===== src/lbps_pkg.sv =====
// ----------------------------------------------------------------------------
// lbps_pkg
// Shared types, constants and pattern tables for the LED blink sequencer.
// ----------------------------------------------------------------------------
package lbps_pkg;

  // sizing
  localparam int MaxSteps  = 6;
  localparam int TimeWidth = 32;
  localparam int StepW     = (MaxSteps > 2) ? $clog2(MaxSteps) : 1;
  localparam int LenW      = $clog2(MaxSteps + 1);
  localparam int NumModes  = 8;
  localparam int RomSteps  = 8;

  typedef logic [TimeWidth-1:0] time_t;
  typedef logic [StepW-1:0]     step_t;
  typedef logic [LenW-1:0]      len_t;
  typedef logic [15:0]          dwell_t;

  // operation codes
  typedef enum logic {
    OP_TICK = 1'b0,
    OP_MODE = 1'b1
  } op_e;

  // input beat
  typedef struct packed {
    logic        operation;
    logic [31:0] now;
    logic [2:0]  mode;
  } in_item_t;

  // result beat
  typedef struct packed {
    logic led_on;
    logic pin_level;
  } out_item_t;

  // dwell times in ms, one row per mode
  localparam dwell_t DwellRom [NumModes][RomSteps] = '{
    '{16'd60,   16'd2400, 16'd0,   16'd0,   16'd0,   16'd0,   16'd0, 16'd0},
    '{16'd120,  16'd120,  16'd120, 16'd120, 16'd120, 16'd600, 16'd0, 16'd0},
    '{16'd450,  16'd450,  16'd0,   16'd0,   16'd0,   16'd0,   16'd0, 16'd0},
    '{16'd140,  16'd140,  16'd0,   16'd0,   16'd0,   16'd0,   16'd0, 16'd0},
    '{16'd110,  16'd110,  16'd110, 16'd520, 16'd0,   16'd0,   16'd0, 16'd0},
    '{16'd1600, 16'd180,  16'd0,   16'd0,   16'd0,   16'd0,   16'd0, 16'd0},
    '{16'd90,   16'd90,   16'd0,   16'd0,   16'd0,   16'd0,   16'd0, 16'd0},
    '{16'd130,  16'd130,  16'd130, 16'd760, 16'd0,   16'd0,   16'd0, 16'd0}
  };

  // pattern lengths before clamping
  localparam logic [3:0] LengthRom [NumModes] = '{
    4'd2, 4'd6, 4'd2, 4'd2, 4'd4, 4'd2, 4'd2, 4'd4
  };

  // effective pattern length, clamped to the step budget
  function automatic len_t pattern_len(input logic [2:0] sel);
    logic [3:0] n;
    begin
      n = LengthRom[sel];
      if (int'(n) > MaxSteps) begin
        n = 4'(MaxSteps);
      end
      if (n == 4'd0) begin
        n = 4'd1;
      end
      return LenW'(n);
    end
  endfunction

  // dwell for a pattern step
  function automatic dwell_t dwell_of(input logic [2:0] sel, input step_t idx);
    logic [2:0] col;
    begin
      col = 3'(idx);
      return DwellRom[sel][col];
    end
  endfunction

endpackage


===== src/led_blink_pattern_sequencer.sv =====
// ----------------------------------------------------------------------------
// led_blink_pattern_sequencer
// Steps one status LED through fixed per-mode blink patterns.
// ----------------------------------------------------------------------------
// Usage:
//   Input channel (in_valid_i / in_stall_o / in_data_i) carries one beat per
//   event: a mode change (selects pattern, restarts it, lights the LED) or a
//   time tick carrying the current millisecond count.
//   Output channel (out_valid_o / out_stall_i / out_data_o) returns one beat
//   per input beat with the logical LED state and the pin level.
//   cfg_we_i / cfg_data_i write the active_low polarity bit; write it only
//   while no beat is in flight.
//   An accepted input beat is loaded into the input register; when the result
//   register is free or not stalled, the dwell compare and step update run
//   into the result register. One beat per cycle is sustained while the output
//   is not stalled; the single subtract-and-compare against the dwell table
//   bounds the clock.
//   Reset selects the idle pattern at step 0 with the LED lit, clears the
//   time stamp and sets active_low to 0. Both pipeline registers empty.
//   A stall on the output holds the result; the input register keeps one more
//   beat, after which in_stall_o rises.
// ----------------------------------------------------------------------------
module led_blink_pattern_sequencer (
  input  logic                clk_i,
  input  logic                rst_ni,
  input  logic                in_valid_i,
  output logic                in_stall_o,
  input  lbps_pkg::in_item_t  in_data_i,
  output logic                out_valid_o,
  input  logic                out_stall_i,
  output lbps_pkg::out_item_t out_data_o,
  input  logic                cfg_we_i,
  input  logic                cfg_data_i
);

  logic                active_low_q;
  logic                in_valid_q;
  lbps_pkg::in_item_t  in_item_q;
  logic                out_valid_q;
  lbps_pkg::out_item_t out_item_q;
  lbps_pkg::out_item_t out_item_d;

  logic [2:0]          pat_q, pat_d;
  lbps_pkg::step_t     step_q, step_d;
  lbps_pkg::time_t     last_q, last_d;
  logic                lit_q, lit_d;

  logic                advance;
  logic                in_take;
  lbps_pkg::time_t     now_ext;
  lbps_pkg::time_t     elapsed;
  lbps_pkg::len_t      cur_len;
  lbps_pkg::step_t     step_inc;

  // pipeline handshake
  assign advance    = in_valid_q && (!out_valid_q || !out_stall_i);
  assign in_stall_o = in_valid_q && !advance;
  assign in_take    = in_valid_i && !in_stall_o;

  // configuration register
  always_ff @(posedge clk_i or negedge rst_ni) begin
    if (!rst_ni) begin
      active_low_q <= 1'b0;
    end else if (cfg_we_i) begin
      active_low_q <= cfg_data_i;
    end
  end

  // input register
  always_ff @(posedge clk_i or negedge rst_ni) begin
    if (!rst_ni) begin
      in_valid_q <= 1'b0;
    end else if (in_take) begin
      in_valid_q <= 1'b1;
    end else if (advance) begin
      in_valid_q <= 1'b0;
    end
  end

  always_ff @(posedge clk_i) begin
    if (in_take) begin
      in_item_q <= in_data_i;
    end
  end

  // step update: elapsed time against the current dwell
  assign now_ext  = lbps_pkg::TimeWidth'(in_item_q.now);
  assign elapsed  = now_ext - last_q;
  assign cur_len  = lbps_pkg::pattern_len(pat_q);
  assign step_inc = (lbps_pkg::LenW'(step_q) + lbps_pkg::LenW'(1) == cur_len) ?
                    '0 : step_q + lbps_pkg::StepW'(1);

  always_comb begin
    pat_d  = pat_q;
    step_d = step_q;
    last_d = last_q;
    lit_d  = lit_q;
    if (lbps_pkg::op_e'(in_item_q.operation) == lbps_pkg::OP_MODE) begin
      pat_d  = in_item_q.mode;
      step_d = '0;
      last_d = now_ext;
      lit_d  = 1'b1;
    end else if (elapsed >=
                 lbps_pkg::TimeWidth'(lbps_pkg::dwell_of(pat_q, step_q))) begin
      step_d = step_inc;
      last_d = now_ext;
      lit_d  = ~step_inc[0];
    end
    out_item_d.led_on    = lit_d;
    out_item_d.pin_level = lit_d ^ active_low_q;
  end

  // sequencer state
  always_ff @(posedge clk_i or negedge rst_ni) begin
    if (!rst_ni) begin
      pat_q  <= '0;
      step_q <= '0;
      last_q <= '0;
      lit_q  <= 1'b1;
    end else if (advance) begin
      pat_q  <= pat_d;
      step_q <= step_d;
      last_q <= last_d;
      lit_q  <= lit_d;
    end
  end

  // result register
  always_ff @(posedge clk_i or negedge rst_ni) begin
    if (!rst_ni) begin
      out_valid_q <= 1'b0;
    end else if (advance) begin
      out_valid_q <= 1'b1;
    end else if (!out_stall_i) begin
      out_valid_q <= 1'b0;
    end
  end

  always_ff @(posedge clk_i) begin
    if (advance) begin
      out_item_q <= out_item_d;
    end
  end

  assign out_valid_o = out_valid_q;
  assign out_data_o  = out_item_q;

  // checks

  // step index stays inside the selected pattern
  assert property (@(posedge clk_i) disable iff (!rst_ni)
    lbps_pkg::LenW'(step_q) < lbps_pkg::pattern_len(pat_q))
    else $error("step index beyond pattern length");

  // LED is lit exactly on even steps
  assert property (@(posedge clk_i) disable iff (!rst_ni)
    lit_q == ~step_q[0])
    else $error("LED state out of step with index");

  // input stall only with a held beat
  assert property (@(posedge clk_i) disable iff (!rst_ni)
    in_stall_o |-> in_valid_q)
    else $error("input stalled with empty input register");

  // a stalled result is not dropped
  assert property (@(posedge clk_i) disable iff (!rst_ni)
    out_valid_q && out_stall_i |=> out_valid_q && $stable(out_item_q))
    else $error("stalled result lost or changed");

  // a beat taken while the output is free reaches the result register
  assert property (@(posedge clk_i) disable iff (!rst_ni)
    in_valid_q && !out_valid_q |=> out_valid_q)
    else $error("held beat did not advance");

endmodule


===== config.mk =====
export PLATFORM = sky130hd
export DESIGN_NAME = led_blink_pattern_sequencer
export DESIGN_NICKNAME = d
export VERILOG_FILES = /design/src/lbps_pkg.sv /design/src/led_blink_pattern_sequencer.sv
export SDC_FILE = /design/constraint.sdc
export NUM_CORES = 1
export LEC_CHECK = 0
export BUFFER_PORTS_ARGS = -buffer_cell sky130_fd_sc_hd__buf_2
export CORE_ASPECT_RATIO = 1.1
export CORE_UTILIZATION = 55
export DETAILED_ROUTE_END_ITERATION = 16
export PLACE_DENSITY = 0.74
export SYNTH_ARGS = -nofsm -noshare
export SYNTH_HDL_FRONTEND = slang
export SYNTH_SLANG_ARGS = --single-unit

===== constraint.sdc =====
create_clock -name clk_i -period 7.5 [get_ports clk_i]
set_input_delay 0.375 -clock clk_i [delete_from_list [all_inputs] [get_ports clk_i]]
set_output_delay 0.375 -clock clk_i [all_outputs]
set_load 0.005 [all_outputs]

# After elaboration in Yosys (flattened, before gate mapping)
# Memory sizes are Yosys's and may differ from the RTL's.
# Index checks and enable logic that the tools add are counted.
# word_totals
in_bits	42
out_inout_bits	4
rom_bits	1056
reg_bits	80
elab_cells	59
memories	2
# classes
magnitude_cmp	4
n_mux	20
n_eq_ne	2
add_sub_neg	2
bitwise	4
n_reduce_logical	13
# memory_table
name	words	width	read_ports	rd_ports_with_merged_regs	wr	line_no	text
(no name shown)	8	128	1	0	0	lbps_pkg.sv:76	return DwellRom[sel][col];
(no name shown)	8	4	1	0	0	lbps_pkg.sv:60	n = LengthRom[sel];
# ops
cell	n
128-bit 2-to-1 mux	2
32-bit 2-to-1 mux	2
16-bit binary-select mux with 3-bit select	1
32-bit by 16-bit >= comparator with 1-bit output	1
16-bit 2-to-1 mux	2
32-bit subtractor	1
3-bit 2-to-1 mux	4
4-bit 2-to-1 mux	3
4-bit >= comparator (second input constant)	2
3-bit NOT with 4-bit output	2
1-bit 2-to-1 mux	6
4-bit by 3-bit > comparator with 1-bit output (second input constant)	1
1-bit zero test	4
4-bit zero test	1
2-bit AND reduction	2
2-bit nonzero test	2
3-bit by 1-bit adder with 3-bit output (second input constant)	1
3-bit == test	1
1-bit logical AND	3
2-bit by 1-bit != test with 1-bit output (second input constant)	1
1-bit logical OR	1
1-bit NOT	1
1-bit XOR	1

# Depth between registers and ports, before layout
# depth
ltp_word	14
depth_mapped	22
mapped_depth_nobuf	20

# Least setup slack after synthesis
# No wires, ideal clock.
# synth_path
path_type	register -> register
start	register in_item_q, in the netlist now_ext[0]
end	register last_q[0]
slack_ns	2.679
n_path_buf	2
period_less_slack_ns	4.821
stages_incl_launch_ff	21
required_ns	7.375
setup_ns	0.125
arrival_time_ns	4.696
cell_sequence	edfxtp_1 > inv_1 > ha_1 > inv_1 > fa_1 > a21o_1 > a221oi_2 > o21ai_0 > xor2_1 > ha_1 > and4_1 > a2111oi_0 > o211a_1 > nand4_1 > or3_1 > nor4_2 > nand4_1 > o41a_1 > buf_6 > buf_12 > mux2_4
# synth_via
elab_chain_len	4
elab_cells_between_ends	6
classes_between	add/sub: 1; order compare: 1; mux: 2; reduce/logical: 2
# synth_rtl
element	line_no	text
from (decl)	led_blink_pattern_sequencer.sv:38	lbps_pkg::in_item_t in_item_q;
from (signal assigned)	led_blink_pattern_sequencer.sv:82	in_item_q <= in_data_i;
32-bit subtractor	led_blink_pattern_sequencer.sv:88	assign elapsed = now_ext - last_q;
32-bit by 16-bit >= comparator with 1-bit output	led_blink_pattern_sequencer.sv:103	end else if (elapsed >=
2-bit nonzero test (no source line)	--	
2-bit AND reduction (no source line)	--	
to (signal assigned)	led_blink_pattern_sequencer.sv:123	last_q <= last_d;
to (decl)	led_blink_pattern_sequencer.sv:45	lbps_pkg::time_t last_q, last_d;
# Parallel ways exist; a longest one is shown, timed or not. The select of a mux whose other input is x is not followed.
# A chain may end at the register's enable or synchronous reset.

# Worst setup path after layout
# layout_path
start	register in_item_q, in the netlist now_ext[0]
end	register last_q[13]
# layout_via
elab_chain_len	4
# layout_rtl
element	line_no
32-bit subtractor	led_blink_pattern_sequencer.sv:88
32-bit by 16-bit >= comparator with 1-bit output	led_blink_pattern_sequencer.sv:103
2-bit nonzero test (no source line)	--
2-bit AND reduction (no source line)	--
# No other way between the ends.

==> implementation parameters <==
Parameter                              Value

Place
  Dpl ws    1670 ps
  Number of I/O port buffers    45
  Weighted congestion at the end of routability-driven global placement    0.965
  Dpl hpwl    10,700 um

GRT
  Antenna violations before repair    0
  Largest net degree at the start of global routing    43
  Overflow left after global routing    0
  Number of global-route vias before repair    4,888
  Global-route wire length before repair    23,600 um
  Global-route usage over all layers    27.1%

Floorplan
  I/O Pins    46
  Die Y    111 um
  Starting density of the core    57.0%
  Horizontal extent of the die    101 um
  Placement row count    39
  Core Footprint    10,500 um2
  Die Outline Area    11,300 um2

Yosys
  Dominant combinational cell family by area after synthesis    compound AO/OA/AOI/OAI gates
  Synthesized-area fraction occupied by adder cells    10.2%
  Number of flops mapped to enable cells by yosys    38
  Area of the mapped netlist    5980 um2
  Avg Inst Size Synth    9.66 um2
  Gate count after technology mapping    619
  Async set-reset flop share out of synthesis    52.5%
  Count of state elements after synthesis    80
  Area fraction of the dominant cell type after synthesis    19.1%
  Simple logic cell fraction of the synthesized area    14.6%
  Syn. warnings    0
  Most repeated cell in the gate-level netlist after synthesis    sky130_fd_sc_hd__inv_1
  Complex-gate fraction of the synthesized area    19.7%
  Multiplexer area fraction after synthesis    9.23%
  Cell type with the highest aggregate area in the netlist    sky130_fd_sc_hd__edfxtp_1
  Number of different library cells in the post-synthesis netlist    72
  Primary flip-flop cell chosen by synthesis mapping    sky130_fd_sc_hd__dfrtp_1
  Seq/Total Area, Yosys    36.7%
  Commonest cells post-synth    51 x sky130_fd_sc_hd__inv_1, 48 x sky130_fd_sc_hd__a21oi_1, 48 x sky130_fd_sc_hd__nand2_1, 47 x sky130_fd_sc_hd__ha_1, 41 x sky130_fd_sc_hd__dfrtp_1
  Syn nets    709
  Most area-consuming cells after synthesis    sky130_fd_sc_hd__edfxtp_1 19%, sky130_fd_sc_hd__dfrtp_1 17%, sky130_fd_sc_hd__ha_1 9.8%
  Xor/xnor share of the synthesized area    3.52%

Timing
  Crit share post-route    77.4%
  Setup Total Neg Slack    0 ps
  Clock period minus worst slack    5810 ps
  Number of slew-limit violations in the final report    0
  Final worst slack    1690 ps
  Number of setup violations in the final report    0
  Worst-case clock skew    9.20 ps
  Worst slew margin    24.4%
  Worst slew pin tran    1130 ps
  Fin. Hold Viols    0
  Max frequency    172 MHz
  Unrepaired setup endpoints after global routing    no

Clocking
  Count of clock tree sinks    80
  Clock slew at the register clock pins of the worst setup and hold paths    60 ps
  Worst-Skew Late Latency    350 ps
  CTS Hold Buffers Added    0
  Clock buffer count from CTS    9
  Post-CTS setup buffer count    0
  Buffer cell driving the clock tree root    sky130_fd_sc_hd__clkbuf_16
  Post_cts resized    0
  Number of H-tree levels    3
  Maximum number of buffers from clock root to sink    2
  Clock tree from TritonCTS    yes

Power
  P_leak    0.00281 uW
  Net switching power    726 uW
  Comb power frac    45.3%
  Maximum resistive drop on vdd    0.194 mV
  Clk network pwr share    23.7%
  Cell Int Power    1140 uW
  Sw Share    38.9%
  Part of the total power dissipated in sequential elements    31.0%
  Power per cell area    287 nW/um2

Setup path
  Critical Path Max Stage Delay    920 ps
  Worst path cell trace    inv_1 > ha_1 > inv_1 > fa_1 > a21o_1 > a221oi_2 > o21ai_0 > xor2_1 > ha_1 > and4_1 > a2111oi_0 > o211a_1 > nand4_1 > or3_1 > nor4_2 > nand4_1 > o41a_2 > mux2_4
  Top fanout value on the critical path    34
  WP data arrival    6030 ps
  CP endpoint kind    flip-flop
  Slowest cell on crit path    sky130_fd_sc_hd__o41a_2
  Critical path start-end classification    flip-flop to flip-flop
  Critical path data required time    7730 ps
  Startpoint type of the worst setup path    flip-flop

Route
  Residual antenna-violating net count after detailed routing    0
  Starting DRC count in detailed routing    266
  Average wire per standard cell    17.9 um
  Number of iterations in the first detailed-routing pass    6
  Mean number of vias per cell    6.12
  Via count    4,870
  Final routed DRC violation total    0
  Final WL    14,300 um

Layout
  ANT cells    0
  Signed area change from the synthesized netlist to the final layout    8.87%
  Share of post-route cells with drive strength above 1    17.0%
  Nets@finish    738
  Post-route core utilization    62.1%

Hold path
  Min-Delay Path Class    primary input to flip-flop

Job
  Max-cap viol count    0

Status
  Result of the run    complete, no violations
[layout by cell type, fill, tap and decap left out, types with 20 or more instances in the layout]
cell type and n:
sky130_fd_sc_hd__buf_2 45, sky130_fd_sc_hd__edfxtp_1 38, sky130_fd_sc_hd__ha_1 47, sky130_fd_sc_hd__nand4_1 20, sky130_fd_sc_hd__mux2_4 28, sky130_fd_sc_hd__dfrtp_1 41
sky130_fd_sc_hd__nand3_1 21, sky130_fd_sc_hd__nor2_1 34, sky130_fd_sc_hd__o21ai_0 32, sky130_fd_sc_hd__nand2_1 48, sky130_fd_sc_hd__a21oi_1 48, sky130_fd_sc_hd__inv_1 51
[cells by family (layout without fill, tap and decap cells)]
family / after synthesis / after routing
mux: 40 / 40
flops: 80 / 80
fa+ha+maj: 48 / 48
buf+inv: 78 / 112
simple gates: 174 / 174
xor+xnor: 24 / 24
compound gates: 175 / 175
[per-layer routing]
metal	routed length [um]	share of wire [%]	track usage, %
met5	0	0	0
met4	447	3.1	11.3
met3	526	3.7	5.34
met2	7000	49	45.3
met1	6290	44	33.9
[sequential cells by signal, summed over array words and instances, names as in the netlist, 2 cells and up]
signal / cells
last_q: 32
now_ext: 32
in_item_q: 4
pat_q: 3
step_q: 3
out_data_o: 2
[power by group through the flow]
stage	clock network [uW]	registers (uW)	logic [uW]
6_report	443	579	845
5_1_grt	469	588	940
4_1_cts	450	578	837
3_5_place_dp	0	585	831
3_3_place_gp	0	581	806
2_1_floorplan	0	555	666
[worst paths after layout]
path / startpoint / end / slack (ps) / cells past startpoint
max: now_ext[0] / last_q[13] / 1690 / 18
min: in_data_i[9] / now_ext[6] / 200 / 1
max reg2reg: now_ext[0] / last_q[13] / 1690 / 18
min reg2reg: in_item_q[1] / pat_q[1] / 480 / 1
max in group asynchronous: rst_ni / last_q[25] / 6660 / 1
min in group asynchronous: rst_ni / last_q[8] / 210 / 1
[final cells by class]
class | count | area (um2)
multi-input combinational | 461 | 3420
fill | 886 | 3980
inverter | 51 | 191
sequential | 80 | 2190
timing repair buffer | 45 | 225
clock buffer | 12 | 246
tap | 143 | 179
clock inverter | 4 | 53.8
[critical path, delay by kind of cell (launching register included)]
kind,cells,cell delay [ps]
mux,1,460
fa+ha+maj,3,830
xor+xnor,1,260
flops,1,400
compound gates,6,2520
buf+inv,2,130
simple gates,5,1060
[per-stage QoR]
step                instances  hold slack [ps]  power (uW)  instance area [um2]
detailed placement        780              476        1420                 6210
finish                    796              198        1870                 6510
global placement          780              459        1390                 6210
floorplan                 619             79.4        1220                 5980
CTS                       796              191        1870                 6510
global route              796              186        2000                 6510
Note: power is estimated with default switching activity, not from simulation.
